$ cat src/design/lpg_pkg.sv
`timescale 1ns / 1ps
// ----------------------------------------------------------------------------
// Line point generator package
// Shared codes for the item kind and the per-axis step direction.
// ----------------------------------------------------------------------------
package lpg_pkg;

   // What an input item asks for
   typedef enum logic {
      KIND_START = 1'b0,
      KIND_STEP  = 1'b1
   } kind_type;

   // Step direction of one axis
   typedef enum logic [1:0] {
      DIR_NONE = 2'd0,
      DIR_INC  = 2'd1,
      DIR_DEC  = 2'd3
   } dir_type;

endpackage

$ cat src/design/lpg_in_reg.sv
`timescale 1ns / 1ps
// ----------------------------------------------------------------------------
// Line point generator input register
// Holds one accepted request until the engine consumes it.
// ----------------------------------------------------------------------------
module lpg_in_reg #(
   parameter int COORD_BITS = 10
) (
   input  logic                  clock,
   input  logic                  reset,
   input  logic                  req_tvalid,
   output logic                  req_tready,
   input  lpg_pkg::kind_type     req_kind,
   input  logic [COORD_BITS-1:0] req_x_begin,
   input  logic [COORD_BITS-1:0] req_y_begin,
   input  logic [COORD_BITS-1:0] req_x_finish,
   input  logic [COORD_BITS-1:0] req_y_finish,
   input  logic                  advance,
   output logic                  stage_valid,
   output lpg_pkg::kind_type     stage_kind,
   output logic [COORD_BITS-1:0] stage_x_begin,
   output logic [COORD_BITS-1:0] stage_y_begin,
   output logic [COORD_BITS-1:0] stage_x_finish,
   output logic [COORD_BITS-1:0] stage_y_finish
);
   import lpg_pkg::*;

   logic                  valid_ff;
   logic                  valid_in;
   logic                  load;
   kind_type              kind_ff;
   logic [COORD_BITS-1:0] xb_ff;
   logic [COORD_BITS-1:0] yb_ff;
   logic [COORD_BITS-1:0] xf_ff;
   logic [COORD_BITS-1:0] yf_ff;

   // Take a new transfer whenever the held one leaves this cycle
   assign req_tready = !valid_ff || advance;
   assign load       = req_tvalid && req_tready;

   always_comb begin
      valid_in = valid_ff;
      if (load) begin
         valid_in = 1'b1;
      end else if (advance) begin
         valid_in = 1'b0;
      end
   end

   always_ff @(posedge clock) begin
      if (reset) begin
         valid_ff <= 1'b0;
      end else begin
         valid_ff <= valid_in;
      end
   end

   always_ff @(posedge clock) begin
      if (load) begin
         kind_ff <= req_kind;
         xb_ff   <= req_x_begin;
         yb_ff   <= req_y_begin;
         xf_ff   <= req_x_finish;
         yf_ff   <= req_y_finish;
      end
   end

   assign stage_valid    = valid_ff;
   assign stage_kind     = kind_ff;
   assign stage_x_begin  = xb_ff;
   assign stage_y_begin  = yb_ff;
   assign stage_x_finish = xf_ff;
   assign stage_y_finish = yf_ff;

endmodule

$ cat src/design/lpg_engine.sv
`timescale 1ns / 1ps
// ----------------------------------------------------------------------------
// Line point generator engine
// Line state and the per-item step: setup on start, error update on step.
// ----------------------------------------------------------------------------
module lpg_engine #(
   parameter int COORD_BITS = 10
) (
   input  logic                  clock,
   input  logic                  reset,
   input  logic                  fire,
   input  lpg_pkg::kind_type     kind,
   input  logic [COORD_BITS-1:0] x_begin,
   input  logic [COORD_BITS-1:0] y_begin,
   input  logic [COORD_BITS-1:0] x_finish,
   input  logic [COORD_BITS-1:0] y_finish,
   output logic                  res_valid,
   output logic [COORD_BITS-1:0] res_px,
   output logic [COORD_BITS-1:0] res_py,
   output logic                  res_last
);
   import lpg_pkg::*;

   localparam int ERR_BITS = COORD_BITS + 1;

   typedef logic [COORD_BITS-1:0] coord_type;
   typedef logic [ERR_BITS-1:0]   err_type;

   coord_type cur_col_ff,  cur_col_in;
   coord_type cur_row_ff,  cur_row_in;
   err_type   col_err_ff,  col_err_in;
   err_type   row_err_ff,  row_err_in;
   coord_type abs_dcol_ff, abs_dcol_in;
   coord_type abs_drow_ff, abs_drow_in;
   dir_type   col_dir_ff,  col_dir_in;
   dir_type   row_dir_ff,  row_dir_in;
   coord_type span_ff,     span_in;
   err_type   left_ff,     left_in;
   logic      busy_ff,     busy_in;

   coord_type dcol_new, drow_new, span_new;
   dir_type   cdir_new, rdir_new;
   err_type   col_sum, row_sum, left_dec;
   logic      col_hit, row_hit, last_step, is_start;

   function automatic coord_type move_coord(input coord_type c, input dir_type d);
      coord_type r;
      case (d)
         DIR_INC: r = c + 1'b1;
         DIR_DEC: r = c - 1'b1;
         default: r = c;
      endcase
      return r;
   endfunction

   assign is_start = (kind == KIND_START);

   // Start setup: magnitudes, directions and span
   always_comb begin
      if (x_finish > x_begin) begin
         dcol_new = x_finish - x_begin;
         cdir_new = DIR_INC;
      end else if (x_finish == x_begin) begin
         dcol_new = '0;
         cdir_new = DIR_NONE;
      end else begin
         dcol_new = x_begin - x_finish;
         cdir_new = DIR_DEC;
      end
      if (y_finish > y_begin) begin
         drow_new = y_finish - y_begin;
         rdir_new = DIR_INC;
      end else if (y_finish == y_begin) begin
         drow_new = '0;
         rdir_new = DIR_NONE;
      end else begin
         drow_new = y_begin - y_finish;
         rdir_new = DIR_DEC;
      end
      span_new = (dcol_new > drow_new) ? dcol_new : drow_new;
   end

   // Step: accumulate, and move an axis once its error passes the span
   assign col_sum   = col_err_ff + err_type'(abs_dcol_ff);
   assign row_sum   = row_err_ff + err_type'(abs_drow_ff);
   assign col_hit   = col_sum > err_type'(span_ff);
   assign row_hit   = row_sum > err_type'(span_ff);
   assign left_dec  = left_ff - 1'b1;
   assign last_step = (left_dec == '0);

   assign res_valid = is_start || busy_ff;
   assign res_px    = is_start ? x_begin : cur_col_ff;
   assign res_py    = is_start ? y_begin : cur_row_ff;
   assign res_last  = !is_start && last_step;

   always_comb begin
      cur_col_in  = cur_col_ff;
      cur_row_in  = cur_row_ff;
      col_err_in  = col_err_ff;
      row_err_in  = row_err_ff;
      abs_dcol_in = abs_dcol_ff;
      abs_drow_in = abs_drow_ff;
      col_dir_in  = col_dir_ff;
      row_dir_in  = row_dir_ff;
      span_in     = span_ff;
      left_in     = left_ff;
      busy_in     = busy_ff;
      if (fire && is_start) begin
         // First advance from zero error never moves: each delta is at most the span
         cur_col_in  = x_begin;
         cur_row_in  = y_begin;
         col_err_in  = err_type'(dcol_new);
         row_err_in  = err_type'(drow_new);
         abs_dcol_in = dcol_new;
         abs_drow_in = drow_new;
         col_dir_in  = cdir_new;
         row_dir_in  = rdir_new;
         span_in     = span_new;
         left_in     = err_type'(span_new) + 1'b1;
         busy_in     = 1'b1;
      end else if (fire && busy_ff) begin
         col_err_in = col_hit ? col_sum - err_type'(span_ff) : col_sum;
         row_err_in = row_hit ? row_sum - err_type'(span_ff) : row_sum;
         cur_col_in = col_hit ? move_coord(cur_col_ff, col_dir_ff) : cur_col_ff;
         cur_row_in = row_hit ? move_coord(cur_row_ff, row_dir_ff) : cur_row_ff;
         left_in    = left_dec;
         busy_in    = !last_step;
      end
   end

   always_ff @(posedge clock) begin
      if (reset) begin
         busy_ff <= 1'b0;
      end else begin
         busy_ff <= busy_in;
      end
   end

   always_ff @(posedge clock) begin
      cur_col_ff  <= cur_col_in;
      cur_row_ff  <= cur_row_in;
      col_err_ff  <= col_err_in;
      row_err_ff  <= row_err_in;
      abs_dcol_ff <= abs_dcol_in;
      abs_drow_ff <= abs_drow_in;
      col_dir_ff  <= col_dir_in;
      row_dir_ff  <= row_dir_in;
      span_ff     <= span_in;
      left_ff     <= left_in;
   end

endmodule

$ cat src/design/lpg_out_reg.sv
`timescale 1ns / 1ps
// ----------------------------------------------------------------------------
// Line point generator output register
// Holds one result point until the downstream side takes the transfer.
// ----------------------------------------------------------------------------
module lpg_out_reg #(
   parameter int COORD_BITS = 10
) (
   input  logic                  clock,
   input  logic                  reset,
   input  logic                  load,
   input  logic [COORD_BITS-1:0] in_px,
   input  logic [COORD_BITS-1:0] in_py,
   input  logic                  in_last,
   output logic                  free,
   output logic                  rsp_tvalid,
   input  logic                  rsp_tready,
   output logic [COORD_BITS-1:0] rsp_px,
   output logic [COORD_BITS-1:0] rsp_py,
   output logic                  rsp_last
);
   logic                  valid_ff, valid_in;
   logic [COORD_BITS-1:0] px_ff, py_ff;
   logic                  last_ff;

   assign free = !valid_ff || rsp_tready;

   always_comb begin
      valid_in = valid_ff;
      if (load) begin
         valid_in = 1'b1;
      end else if (rsp_tready) begin
         valid_in = 1'b0;
      end
   end

   always_ff @(posedge clock) begin
      if (reset) begin
         valid_ff <= 1'b0;
      end else begin
         valid_ff <= valid_in;
      end
   end

   always_ff @(posedge clock) begin
      if (load) begin
         px_ff   <= in_px;
         py_ff   <= in_py;
         last_ff <= in_last;
      end
   end

   assign rsp_tvalid = valid_ff;
   assign rsp_px     = px_ff;
   assign rsp_py     = py_ff;
   assign rsp_last   = last_ff;

endmodule

$ cat src/design/line_point_generator_top.sv
`timescale 1ns / 1ps
// ----------------------------------------------------------------------------
// Line point generator
// Rasterizes a straight line one point per request, Bresenham style.
// ----------------------------------------------------------------------------
//  channel | direction | contents
//  req_    | in        | tuser: kind; tdata: x_begin, y_begin, x_finish, y_finish
//  rsp_    | out       | tdata: px, py; tlast: final point of the line
//
//  One request per clock is accepted while the result register is free; its
//  point passes the input register, then the result register, before it is
//  offered as a result transfer.
//  The step is one add, compare and subtract per axis on the error registers.
//  Synchronous reset empties both registers and ends any active line.
//  A stalled result holds; the input register still takes one more request.
// ----------------------------------------------------------------------------
module line_point_generator_top #(
   parameter int COORD_BITS = 10,
   localparam int REQ_DATA_BITS = ((4 * COORD_BITS + 7) / 8) * 8,
   localparam int RSP_DATA_BITS = ((2 * COORD_BITS + 7) / 8) * 8
) (
   input  logic                     clock,
   input  logic                     reset,
   input  logic                     req_tvalid,
   output logic                     req_tready,
   input  logic [REQ_DATA_BITS-1:0] req_tdata,  // x_begin, y_begin, x_finish, y_finish
   input  logic                     req_tuser,  // kind
   output logic                     rsp_tvalid,
   input  logic                     rsp_tready,
   output logic [RSP_DATA_BITS-1:0] rsp_tdata,  // px, py
   output logic                     rsp_tlast   // final_point
);
   import lpg_pkg::*;

   logic                  stage_valid, advance, out_free, res_valid, load;
   kind_type              stage_kind;
   logic [COORD_BITS-1:0] stage_xb, stage_yb, stage_xf, stage_yf;
   logic [COORD_BITS-1:0] res_px, res_py, out_px, out_py;
   logic                  res_last;

   lpg_in_reg #(.COORD_BITS(COORD_BITS)) u_in_reg (
      .clock          (clock),
      .reset          (reset),
      .req_tvalid     (req_tvalid),
      .req_tready     (req_tready),
      .req_kind       (kind_type'(req_tuser)),
      .req_x_begin    (req_tdata[COORD_BITS-1:0]),
      .req_y_begin    (req_tdata[2*COORD_BITS-1:COORD_BITS]),
      .req_x_finish   (req_tdata[3*COORD_BITS-1:2*COORD_BITS]),
      .req_y_finish   (req_tdata[4*COORD_BITS-1:3*COORD_BITS]),
      .advance        (advance),
      .stage_valid    (stage_valid),
      .stage_kind     (stage_kind),
      .stage_x_begin  (stage_xb),
      .stage_y_begin  (stage_yb),
      .stage_x_finish (stage_xf),
      .stage_y_finish (stage_yf)
   );

   // Advance the held request when the result register can take its point
   assign advance = stage_valid && out_free;
   assign load    = advance && res_valid;

   lpg_engine #(.COORD_BITS(COORD_BITS)) u_engine (
      .clock     (clock),
      .reset     (reset),
      .fire      (advance),
      .kind      (stage_kind),
      .x_begin   (stage_xb),
      .y_begin   (stage_yb),
      .x_finish  (stage_xf),
      .y_finish  (stage_yf),
      .res_valid (res_valid),
      .res_px    (res_px),
      .res_py    (res_py),
      .res_last  (res_last)
   );

   lpg_out_reg #(.COORD_BITS(COORD_BITS)) u_out_reg (
      .clock      (clock),
      .reset      (reset),
      .load       (load),
      .in_px      (res_px),
      .in_py      (res_py),
      .in_last    (res_last),
      .free       (out_free),
      .rsp_tvalid (rsp_tvalid),
      .rsp_tready (rsp_tready),
      .rsp_px     (out_px),
      .rsp_py     (out_py),
      .rsp_last   (rsp_tlast)
   );

   assign rsp_tdata = RSP_DATA_BITS'({out_py, out_px});

endmodule

$ cat config.mk
export PLATFORM = sky130hd
export DESIGN_NAME = line_point_generator_top
export DESIGN_NICKNAME = d
export VERILOG_FILES = /design/src/design/lpg_pkg.sv /design/src/design/lpg_in_reg.sv /design/src/design/lpg_engine.sv /design/src/design/lpg_out_reg.sv /design/src/design/line_point_generator_top.sv
export SDC_FILE = /design/constraint.sdc
export NUM_CORES = 1
export LEC_CHECK = 0
export BUFFER_PORTS_ARGS = -buffer_cell sky130_fd_sc_hd__buf_2
export CAP_MARGIN = 10
export CORE_MARGIN = 1.5
export CORE_UTILIZATION = 60
export CTS_BUF_LIST = sky130_fd_sc_hd__clkbuf_8
export DETAILED_ROUTE_END_ITERATION = 16
export HOLD_SLACK_MARGIN = 0.05
export PLACE_DENSITY = 0.79
export SLEW_MARGIN = 20
export SYNTH_ARGS = -nofsm -noshare
export SYNTH_HDL_FRONTEND = slang
export SYNTH_SLANG_ARGS = --single-unit
$ cat constraint.sdc
create_clock -name clock -period 10.05 [get_ports clock]
set_input_delay 0.5025 -clock clock [delete_from_list [all_inputs] [get_ports clock]]
set_output_delay 0.5025 -clock clock [all_outputs]
set_load 0.01 [all_outputs]
* After elaboration in Yosys (flattened, before gate mapping) *
Index checks and enable logic that the tools add are counted.

operators by class
  shift operators = 0
  reduce and logical (&&, ||, !) cells = 22
  equal/unequal tests = 6
  multipliers = 0
  bitwise operators = 1
  muxes and demuxes = 31
  add/subtract/negate cells = 14
  div/mod/pow operators = 0
  $lt $le $gt $ge = 5

operators with widths
  kind                                                count
  2-to-1 mux 10 bit                                   17
  2-to-1 mux 11 bit                                   4
  one-hot mux 10 bit (2 select lines)                 2
  subtractor 10 bit                                   4
  greater-than comparator 10 bit                      3
  adder 11 x 10 -> 11 bit                             2
  greater-than comparator 11 x 10 -> 1 bit            2
  subtractor 11 x 10 -> 11 bit                        2
  adder 10 x 1 -> 10 bit, second input constant       2
  == test 10 bit                                      2
  subtractor 10 x 1 -> 10 bit, second input constant  2
  adder 10 x 1 -> 11 bit, second input constant       1
  zero test 11 bit                                    1
  subtractor 11 x 1 -> 11 bit, second input constant  1
  nonzero test 2 bit                                  5
  logical AND 1 bit                                   6
  2-to-1 mux 1 bit                                    6
  AND reduction 3 bit                                 2
  nonzero test 3 bit                                  2
  == test 2 x 1 -> 1 bit, second input constant       2
  == test 2 bit, second input constant                2
  2-to-1 mux 2 bit                                    2
  zero test 1 bit                                     3
  logical OR 1 bit                                    3
  inverter 1 bit                                      1

word-level totals
  memory bits (writable) = 0
  memories kept = 0
  bits in registers = 152
  input port bits = 45
  word-level logic and storage cells = 102
  output and inout port bits = 27
  ROM bits = 0
  bits in latches = 0

* Depth between registers and ports, before layout *
Gate-level depths: netlist of run 1.

  depth in word-level cells = 7
  depth in mapped cells = 26
  depth with buffers taken out = 23

* By module *
From an unflattened synthesis of run 1, not the netlist that was laid out.

second synthesis, totals
  cell total of the unflattened synthesis = 1,076
  area total of the unflattened synthesis = 10,882.9 µm²

modules (own cells, without submodules)
  module                    cells each  instances  seq. area each (µm²)  area each (µm²)
  lpg_engine                998         1          2,612.5               8,873.5
  lpg_in_reg                46          1          1,251.2               1,286.2
  lpg_out_reg               25          1          650.6                 676.9
  line_point_generator_top  7           1          0.0                   46.3

* Worst setup path before layout of run 1 *
No wires, ideal clock.

  kind = flip-flop to flip-flop
  start = reg u_in_reg.yf_ff[0], in the netlist u_in_reg.stage_y_finish[0]
  end = reg u_engine.left_ff[8], data pin
  data required time = 9.791 ns
  period minus slack after synthesis = 6.034 ns
  path slack = 4.016 ns
  library setup time = 0.259 ns
  arrival time = 5.775 ns
  cell stages (with the launch flop) = 26
  buffers on the path = 3
  cell sequence = edfxtp_1 -> inv_1 -> ha_1 -> inv_1 -> fa_1 -> a21o_1 -> a221oi_2 -> o221a_1 -> buf_6 -> buf_8 -> mux2_1 -> nor4_1 -> mux2i_1 -> inv_1 -> ha_1 -> nand4_1 -> o21bai_1 -> a211o_1 -> a21oi_2 -> clkbuf_1 -> mux2_2 -> ha_1 -> o211a_1 -> nor4b_4 -> and3_1 -> o31a_1

between the ends
  word-level cells in the longest chain between the ends = 7
  elaborated cells between the ends (all ways) = 10
  classes of those cells = 3 x add/sub; 2 x order compare; 1 x eq/ne; 4 x mux

ends and longest elaborated chain
  element                                              RTL line                            text
  from (decl)                                          lpg_in_reg.sv:35                    logic [COORD_BITS-1:0] yf_ff;
  from (signal assigned)                               lpg_in_reg.sv:64                    yf_ff <= req_y_finish;
  subtractor 10 bit or == test 10 bit (tied branches)  lpg_engine.sv:77, lpg_engine.sv:73
  2-to-1 mux 10 bit                                    lpg_engine.sv:73                    end else if (y_finish == y_begin) begin
  2-to-1 mux 10 bit *                                  lpg_engine.sv:70                    if (y_finish > y_begin) begin
  net u_engine.drow_new[9]                             lpg_engine.sv:41                    coord_type dcol_new, drow_new, span_new;
  greater-than comparator 10 bit *                     lpg_engine.sv:80                    span_new = (dcol_new > drow_new) ? dcol_new : drow_new;
  2-to-1 mux 10 bit *                                  lpg_engine.sv:80
  net u_engine.span_new[1]                             lpg_engine.sv:41
  adder 10 x 1 -> 11 bit *                             lpg_engine.sv:119                   left_in = err_type'(span_new) + 1'b1;
  2-to-1 mux 11 bit *                                  lpg_engine.sv:108                   if (fire && is_start) begin
  net u_engine.left_in[8]                              lpg_engine.sv:38                    err_type left_ff, left_in;
  to (signal assigned)                                 lpg_engine.sv:149                   left_ff <= left_in;
  to (decl)                                            lpg_engine.sv:38

Mark *: on every way through the listed nets, which the timed path passes. The rest lies on a longest branch.
A chain may end at the register's enable or synchronous reset.

* Final worst setup path of run 1 *
Same ends and word-level chain as after synthesis.

==> results of run 1 <==
cell type report:
class	count	area [um2]	share of cell area
Timing Repair Buffer	76	402.9	0.03442
Sequential cell	152	4514	0.3857
Tap cell	225	281.5	0.02405
Clock inverter	15	117.6	0.01005
Clock buffer	17	234.0	0.01999
Inverter	105	394.1	0.03368
Multi-Input combinational cell	784	5759	0.4921
kinds of logic after synthesis:
kind of cell,synth area share
and+or+nand+nor,0.1217
DFF,0.4160
muxes,0.06052
AOI/OAI and AO/OA,0.1567
xor gates and xnor gates,0.04842
buffers and inverters,0.05453
other,0.0003455
adders and majority gates,0.1418
power breakdown:
part           internal, uW  leakage [uW]  switching [uW]  total [uW]
registers               778       0.00141            21.5         799
logic                   390       0.00350             524         913
clock network           175      0.000179             254         429
total                  1340       0.00509             799        2140
Yosys cell counts, types with 5 or more instances:
cell	n	area (um2)
sky130_fd_sc_hd__nor4_1	7	43.79
sky130_fd_sc_hd__mux2_2	5	56.30
sky130_fd_sc_hd__edfxtp_1	147	4414
sky130_fd_sc_hd__mux2i_1	45	450.4
sky130_fd_sc_hd__buf_2	11	55.05
sky130_fd_sc_hd__nor3_1	19	95.09
sky130_fd_sc_hd__xnor2_1	41	359.1
sky130_fd_sc_hd__or3_1	12	75.07
sky130_fd_sc_hd__o21a_1	8	60.06
sky130_fd_sc_hd__inv_1	103	386.6
sky130_fd_sc_hd__a21o_1	30	225.2
sky130_fd_sc_hd__or2_2	7	43.79
sky130_fd_sc_hd__nand2b_1	14	87.58
sky130_fd_sc_hd__buf_4	5	37.54
sky130_fd_sc_hd__and3_1	8	50.05
sky130_fd_sc_hd__mux2i_2	9	123.9
sky130_fd_sc_hd__ha_1	107	1339
sky130_fd_sc_hd__o21bai_1	7	52.55
sky130_fd_sc_hd__o21ai_0	59	295.3
sky130_fd_sc_hd__dfxtp_1	5	100.1
sky130_fd_sc_hd__nand3_1	10	50.05
sky130_fd_sc_hd__nor2b_1	13	81.33
sky130_fd_sc_hd__xor2_1	19	166.4
sky130_fd_sc_hd__clkbuf_1	15	56.30
sky130_fd_sc_hd__a211oi_1	8	60.06
sky130_fd_sc_hd__fa_1	10	200.2
sky130_fd_sc_hd__a21oi_1	96	480.5
sky130_fd_sc_hd__nand4_1	12	75.07
sky130_fd_sc_hd__nand2_1	80	300.3
sky130_fd_sc_hd__nor2_1	80	300.3
worst max-delay path, delay by kind of cell (launching register included):
family / cells / cell delay, ns
buf+inv: 3 / 0.22
simple gates: 6 / 1.31
mux: 2 / 0.83
compound gates: 8 / 2.88
fa+ha+maj: 4 / 1.13
flops: 1 / 0.40
routing by layer:
layer	vias to the layer above	track usage	wire length, um
met5	-	0	0
met4	0	0.1088	676
met3	48	0.04121	1261
met2	265	0.4375	11340
met1	3863	0.3507	10920
li1	4000	-	-
flip-flops by register name, summed over array words and instances (netlist names), 2 cells and up:
| name | flops |
|---|---|
| u_engine.row_dir_ff | 2 |
| u_engine.row_err_ff | 11 |
| u_engine.span_ff | 10 |
| u_engine.left_ff | 11 |
| u_in_reg.stage_y_finish | 10 |
| u_in_reg.stage_x_begin | 10 |
| u_engine.abs_dcol_ff | 10 |
| u_out_reg.rsp_px | 10 |
| u_engine.col_dir_ff | 2 |
| u_in_reg.stage_x_finish | 10 |
| u_engine.col_err_ff | 11 |
| u_engine.cur_row_ff | 10 |
| u_engine.cur_col_ff | 10 |
| u_in_reg.stage_y_begin | 10 |
| u_out_reg.rsp_py | 10 |
| u_engine.abs_drow_ff | 10 |
how the worst min path moves through the flow:
stage	slack (ns)	depth (start not counted)	endpoint
4_1_cts	0.19	1	u_in_reg.stage_x_finish[6]
2_1_floorplan	0.45	2	u_engine.col_err_ff[10]
3_3_place_gp	0.48	2	u_engine.busy_ff
5_1_grt	0.19	1	u_in_reg.stage_x_begin[5]
6_report	0.22	1	u_in_reg.stage_y_begin[8]
3_5_place_dp	0.49	2	u_engine.busy_ff
per-stage QoR:
| stage | utilization | hold slack, ns |
|---|---|---|
| 6_report | 0.6697 | 0.2176 |
| 3_3_place_gp | 0.6496 | 0.4807 |
| 4_1_cts | 0.6697 | 0.1938 |
| 2_1_floorplan | - | 0.4550 |
| 3_5_place_dp | 0.6496 | 0.4913 |
| 5_1_grt | 0.6697 | 0.1873 |
==> impl_summary.md, run 1 <==
Global route
The pin count of the biggest net entering global routing is 73. The first-pass GRT wire length is 38120 um. The global-route total usage across every layer is 0.2654. The overflow left after global routing is 0. The number of antenna violations at the first check in global routing is 0.

The number of global-route vias before repair was 7869.

Setup path
The worst reg2reg path startpoint is u_in_reg.stage_y_finish[0]. The critical path startpoint category is a register. The setup slack on the worst flop-to-flop path is 3.05 ns.

The signal on the critical path passes through inv_1 > ha_1 > inv_1 > fa_1 > a21o_1 > a221oi_2 > o221a_1 > mux2_1 > nor4_1 > mux2i_1 > inv_1 > ha_1 > nand4_1 > nor4_1 > nor2_1 > a21oi_2 > nor2_1 > a21oi_1 > ha_1 > o211a_1 > nor4b_4 > a21oi_1 > o31a_1. The endpoint of the worst-slack reg-to-reg timing path is u_engine.left_ff[8]. Following the worst setup path forward leads to its endpoint at u_engine.left_ff[8]. The depth of the worst register-to-register path is 23. In this run the worst path has a maximum fanout of 16. In this design, the stage delay of the slowest critical-path cell is 0.73 ns.

The worst setup path is captured at a register. In this run the worst setup path begins at u_in_reg.stage_y_finish[0]. The startpoint-to-endpoint class of the critical path is register to register. The cell with the largest stage delay on the worst path is sky130_fd_sc_hd__o221a_1.

Data on the critical path is required at its endpoint by 10.26 ns. Data on the critical path arrives at its endpoint at 7.21 ns.

Clock network
The clock-pin slew of the registers on the worst-case setup and hold paths is 0.09 ns. The maximum buffer depth of the clock tree is 2. The source-to-sink clock delay at the later pin of the worst-skew pair is 0.45 ns.

In this run the number of H-tree levels came out at 4. Post-CTS repair changed the size of 0 cells. The root buffer cell chosen for the clock tree is sky130_fd_sc_hd__clkbuf_8. The clock buffer count from CTS is 17. The count of buffers added by post-CTS timing repair for setup is 0. Buffers inserted to repair hold after CTS numbered 0. CTS saw 152 sinks.

The CTS tree is yes.

Logic synthesis
The share of the yosys chip area belonging to registers is 0.4160. The flip-flop and latch count after synthesis is 152. Dividing the synthesized area by the synthesized cell count gives 10.10 um2.

The yosys synthesis warning count is 0. In this run, synthesis inferred 147 flip-flops with an integrated enable. After technology mapping, the gate count stands at 1075.

In the synthesized netlist the dominant register cell turns out to be sky130_fd_sc_hd__edfxtp_1. The mapped netlist covers 0.01085 mm2. The number of distinct library cell variants in the gate-level netlist after synthesis is 78. In the synthesized netlist the async set-or-reset flop fraction comes to 0.

Timing
The least setup slack across all paths after layout is 3.050 ns. Dividing the final minimum period by the clock period gives 0.6966. At the pin with the least slew margin, the transition time is 0.9975 ns. Setup repair after global routing left no endpoint under its margin. Measured against its own limit, the worst slew margin works out to 0.3343. For this run, the top clock speed supported by timing is 142.8 MHz. The final number of hold-violating endpoints is 0. The minimum clock period is 7.000 ns.

Setup violations remaining at the end of the flow were counted as 0. For the final routed database, the setup TNS stands at 0 ns. The number of max-slew violations in the final report came to 0. The setup skew after layout is 0.01009 ns.

Die
In this run the standard cell core region covers 0.01748 mm2. The starting density of the core is 0.6210. The chip width is 137.5 um. The standard-cell row count is 48.

The vertical die dimension is 137.5 um. The floorplan die area is 0.01890 mm2. During I/O placement, the number of pins put on the boundary was 72.

Placement
Once placement finished, the instance area stood at 0.01135 mm2. The final weighted congestion of routability-driven global placement is 0.9207. The estimated wirelength of the detail-placed design is 18050 um. The setup slack at placement is 3.167 ns.

The total of buffers placed on input and output ports is 67. The cell count after placement is 1342.

Cells and area
The post-route non-filler standard cell count is 1374. In the final layout, the share of cells above drive strength 1 is 0.1210. The number of nets at the end of the flow is 1298. After routing the design area is 0.01170 mm2. Relative to the synthesized area, the layout overhead comes to 7.839%.

The library cells used most frequently in the layout, excluding fill and tap cells, are 147 x sky130_fd_sc_hd__edfxtp_1, 107 x sky130_fd_sc_hd__ha_1, 103 x sky130_fd_sc_hd__inv_1. The filler cells instantiated in the layout total 1332. Leaving out fill and tap cells, the most frequent cell in the layout is sky130_fd_sc_hd__edfxtp_1. The repair_antennas step left the layout with diodes totalling 0.

Worst hold path
The startpoint identified for the worst hold timing path is req_tdata[18]. The tightest min-delay check is of the primary input to register type.

Drt
In the final routed layout, each cell accounts on average for 17.61 um. The starting DRC count in detailed routing is 560. The per-cell via count in the routed design is 5.951. The detailed-route via count is 8176. The total wirelength of the detailed-routed design is 24200 um. The count of nets left with antenna violations once routing finished came out at 0. For this run, design rule violations remaining after detail routing come to 0. The number of search-and-repair iterations in the first detailed-routing pass is 5.

Power and ir drop
The total power of the final layout is 2142 uW. The static leakage is 0.005091 uW. The maximum ir drop on the vdd rail is 0.1045 mV. The power per cell area is 183.0 mW/mm2.

Run status
The flow ran to the end, and the final reports show no timing, DRC or antenna violations.

Flow run
Max-cap violations in this run came to 0.
(Power assumes the default switching activity.)
==> run 2: changes to the inputs <==
Settings changed: CORE_UTILIZATION 60 to 57.
Clock period 10.05 ns to 5.9 ns, I/O delays scaled along.
==> run 2 against run 1 <==
Against the previous run: total power up 80%; combinational power up 81%; setup slack worse by 2.7 ns; flip-flop and latch count unchanged; count of clock-buffer cells in the layout did not move; final cell count rose by 5.2%; core utilization shrank 0.77 points; via count up 5.2%; clock skew shrank 0.0018 ns; critical path type unchanged; maximum frequency is 26% higher.
==> impl_summary.md, run 2 (synthesized netlist as in run 1, its figures left out) <==
Run status
Outcome: completed (unchanged).

Clock network
The clock buffer count from CTS was 17 (unchanged). The CTS tree was yes (unchanged). The clock-pin slew of the registers on the worst-case setup and hold paths is 0.09 ns (about the same).

The clock net sink count is 152 (unchanged). The maximum buffer depth of the clock tree is 2 (unchanged). The clock root buffer master is sky130_fd_sc_hd__clkbuf_8 (unchanged). The count of H-tree levels built during CTS was 4 (unchanged). The source-to-sink clock delay at the later pin of the worst-skew pair was 0.48 ns (was 0.45 ns).

Setup path
The logic depth of the worst path, buffers included is 23 (unchanged). The top fanout value on the critical path came to 11 (was 16). The launch point of the worst path was u_in_reg.stage_y_finish[0] (unchanged). The combined buffer and inverter count along the critical path is 4 (was 3). The arrival time of the worst setup path came to 5.81 ns (was 7.21 ns). The worst reg2reg path startpoint is u_in_reg.stage_y_finish[0] (unchanged). The endpoint of the worst-slack reg-to-reg timing path is u_engine.left_ff[8] (unchanged). The required time at the endpoint of the critical path is 6.14 ns (was 10.26 ns).

The depth of the worst register-to-register path was 23 (unchanged). Cell-by-cell trace of the critical path: inv_1 > ha_1 > inv_1 > fa_1 > a21o_1 > a221oi_4 > o221a_1 > mux2_1 > nor4_2 > mux2i_1 > inv_1 > ha_1 > nand4_1 > nor4_2 > nor2_1 > a21oi_4 > buf_4 > a21oi_2 > ha_1 > o211a_1 > nor4b_4 > and3_1 > o31a_1 (was inv_1 > ha_1 > inv_1 > fa_1 > a21o_1 > a221oi_2 > o221a_1 > mux2_1 > nor4_1 > mux2i_1 > inv_1 > ha_1 > nand4_1 > nor4_1 > nor2_1 > a21oi_2 > nor2_1 > a21oi_1 > ha_1 > o211a_1 > nor4b_4 > a21oi_1 > o31a_1). The kind of end point of the critical path is a register (unchanged). The critical path startpoint category is a register (unchanged). The cell with the largest stage delay on the worst path is sky130_fd_sc_hd__edfxtp_1 (was sky130_fd_sc_hd__o221a_1).

The timing endpoint of the critical path was u_engine.left_ff[8] (unchanged). The startpoint-to-endpoint class of the critical path was register to register (unchanged). The setup slack on the worst flop-to-flop path is 0.33 ns (was 3.05 ns). The category of cells accounting for the largest share of critical-path delay is compound AO/OA/AOI/OAI gates (unchanged). The peak per-stage delay on the critical path is 0.40 ns (was 0.73 ns).

Worst hold path
The class of the tightest hold or removal check is primary input to register (unchanged).

Timing
The final-report setup violation count came to 0 (unchanged). The setup skew after layout is 0.008260 ns (was 0.01009 ns). The worst-case headroom to the max-slew limit is 0.2791 (was 0.3343).

The final number of hold-violating endpoints is 0 (unchanged). The post-route worst hold slack was 0.2099 ns (was 0.2176 ns). The minimum clock period was 5.567 ns (was 7.000 ns). The least setup slack across all paths after layout was 0.3330 ns (was 3.050 ns). The highest clock rate is 179.6 MHz (was 142.8 MHz). The number of max-slew violations in the final report was 0 (unchanged).

The period utilization is 0.9436 (was 0.6966). The actual slew at the worst max-slew pin is 1.081 ns (was 0.9975 ns).

Die
The starting density of the core was 0.5802 (was 0.6210). The vertical die dimension is 141.0 um (was 137.5 um). The number of top-level design ports is 72 (unchanged). The floorplan die area was 0.01988 mm2 (was 0.01890 mm2). The chip width is 141.0 um (was 137.5 um). The placeable core region is 0.01871 mm2 (was 0.01748 mm2).

The standard-cell row count is 50 (was 48).

Power and ir drop
The static leakage is 0.005402 uW (was 0.005091 uW). The power per cell area came to 311.4 mW/mm2 (was 183.0 mW/mm2). The total power of the final layout is 3856 uW (was 2142 uW). The maximum ir drop on the vdd rail is 0.1936 mV (was 0.1045 mV).

Drt
The per-cell via count in the routed design is 5.949 (was 5.951). The number of search-and-repair iterations in the first detailed-routing pass is 5 (unchanged). The number of DRC violations after detailed routing is 0 (unchanged).

The average routed wire per standard cell is 18.15 um (was 17.61 um). The number of nets with antenna violations after routing was 0 (unchanged). The detailed-route via count was 8602 (was 8176). The total wirelength of the detailed-routed design is 26240 um (was 24200 um).

The starting DRC count in detailed routing was 628 (was 560).

Global route
The overflow left after global routing is 0 (unchanged). The pin count of the biggest net entering global routing is 73 (unchanged). The first-pass GRT wire length is 41610 um (was 38120 um). The number of antenna violations at the first check in global routing is 0 (unchanged).

The number of global-route vias before repair is 8322 (was 7869). The global-route total usage across every layer came to 0.2695 (was 0.2654).

Cells and area
The post-route non-filler standard cell count is 1446 (was 1374). Most used cells in the layout excluding fill and tap cells: 147 x sky130_fd_sc_hd__edfxtp_1, 107 x sky130_fd_sc_hd__ha_1, 103 x sky130_fd_sc_hd__inv_1 (unchanged). The most frequent standard cell in the layout excluding fill and tap cells is sky130_fd_sc_hd__edfxtp_1 (unchanged). The proportion of layout cells with a drive suffix above 1 came to 0.1337 (was 0.1210). The number of nets at the end of the flow is 1361 (was 1298). The utilization after layout came to 0.6620 (was 0.6697). Biggest regs: u_engine.col_err_ff (11), u_engine.left_ff (11), u_engine.row_err_ff (11) (unchanged).

The number of diodes came to 0 (unchanged). The area added between synthesis and finish is 14.10% (was 7.839%).

Placement
The final weighted congestion of routability-driven global placement was 0.9574 (was 0.9207). The total of buffers placed on input and output ports is 67 (unchanged). The cell count after placement is 1363 (was 1342). The setup slack at placement was 0.2156 ns (was 3.167 ns). The estimated wirelength of the detail-placed design is 17990 um (was 18050 um).

Flow run
The number of maximum-capacitance violations is 0 (unchanged).
-- run 2: layout make-up --
cell class                 instances  area [um2]
sequential                       152        4514
timing repair buffer             139       987.2
multi-input combinational        784        5794
clock inverter                    15       166.4
fill                            1398        6322
inverter                         105       394.1
tap                              234       292.8
clock buffer                      17       234.0
-- run 2: worst min-delay path, delay by kind of cell --
family	cells	cell delay [ns]
and+or+nand+nor	1	0.17
AOI/OAI and AO/OA	1	0.09
buffers and inverters	1	0.10
-- run 2: worst min path at each step --
stage	start	endpoint	slack, ns	cells after the start
6_report	rsp_tready	u_out_reg.rsp_tvalid	0.21	3
5_1_grt	rsp_tready	u_out_reg.rsp_tvalid	0.23	3
4_1_cts	rsp_tready	u_out_reg.rsp_tvalid	0.19	3
3_5_place_dp	req_tdata[35]	u_in_reg.stage_y_finish[5]	0.47	1
3_3_place_gp	req_tdata[15]	u_in_reg.stage_y_begin[5]	0.47	1
2_1_floorplan	reset	u_in_reg.stage_valid	0.36	1
-- run 2: report_power, final --
group	leakage [uW]	switching [uW]	internal (uW)
registers	0.00141	37.7	1330
clock network	0.000207	455	386
logic	0.00379	926	726
total	0.00540	1420	2440
-- run 2: stage by stage --
step | cell area (um2) | TNS (ns)
after global placement | 11460 | 0
after detailed placement | 11460 | 0
after global routing | 12380 | -0.1091
after CTS | 12290 | 0
after floorplan | 10870 | 0
final | 12380 | 0
-- run 2: timing repair --
action,in CTS,in global routing
resized for setup,0,5
hold buffers,43,0
buffers inserted,0,8
hold endpoints to repair,44,0
endpoints found under the setup margin,0,8
-- run 2: metal layers --
metal | track usage | wire, um
met2 | 0.4620 | 12680
met4 | 0.1113 | 1018
met3 | 0.04348 | 1564
met1 | 0.3410 | 10970
met5 | 0 | 0
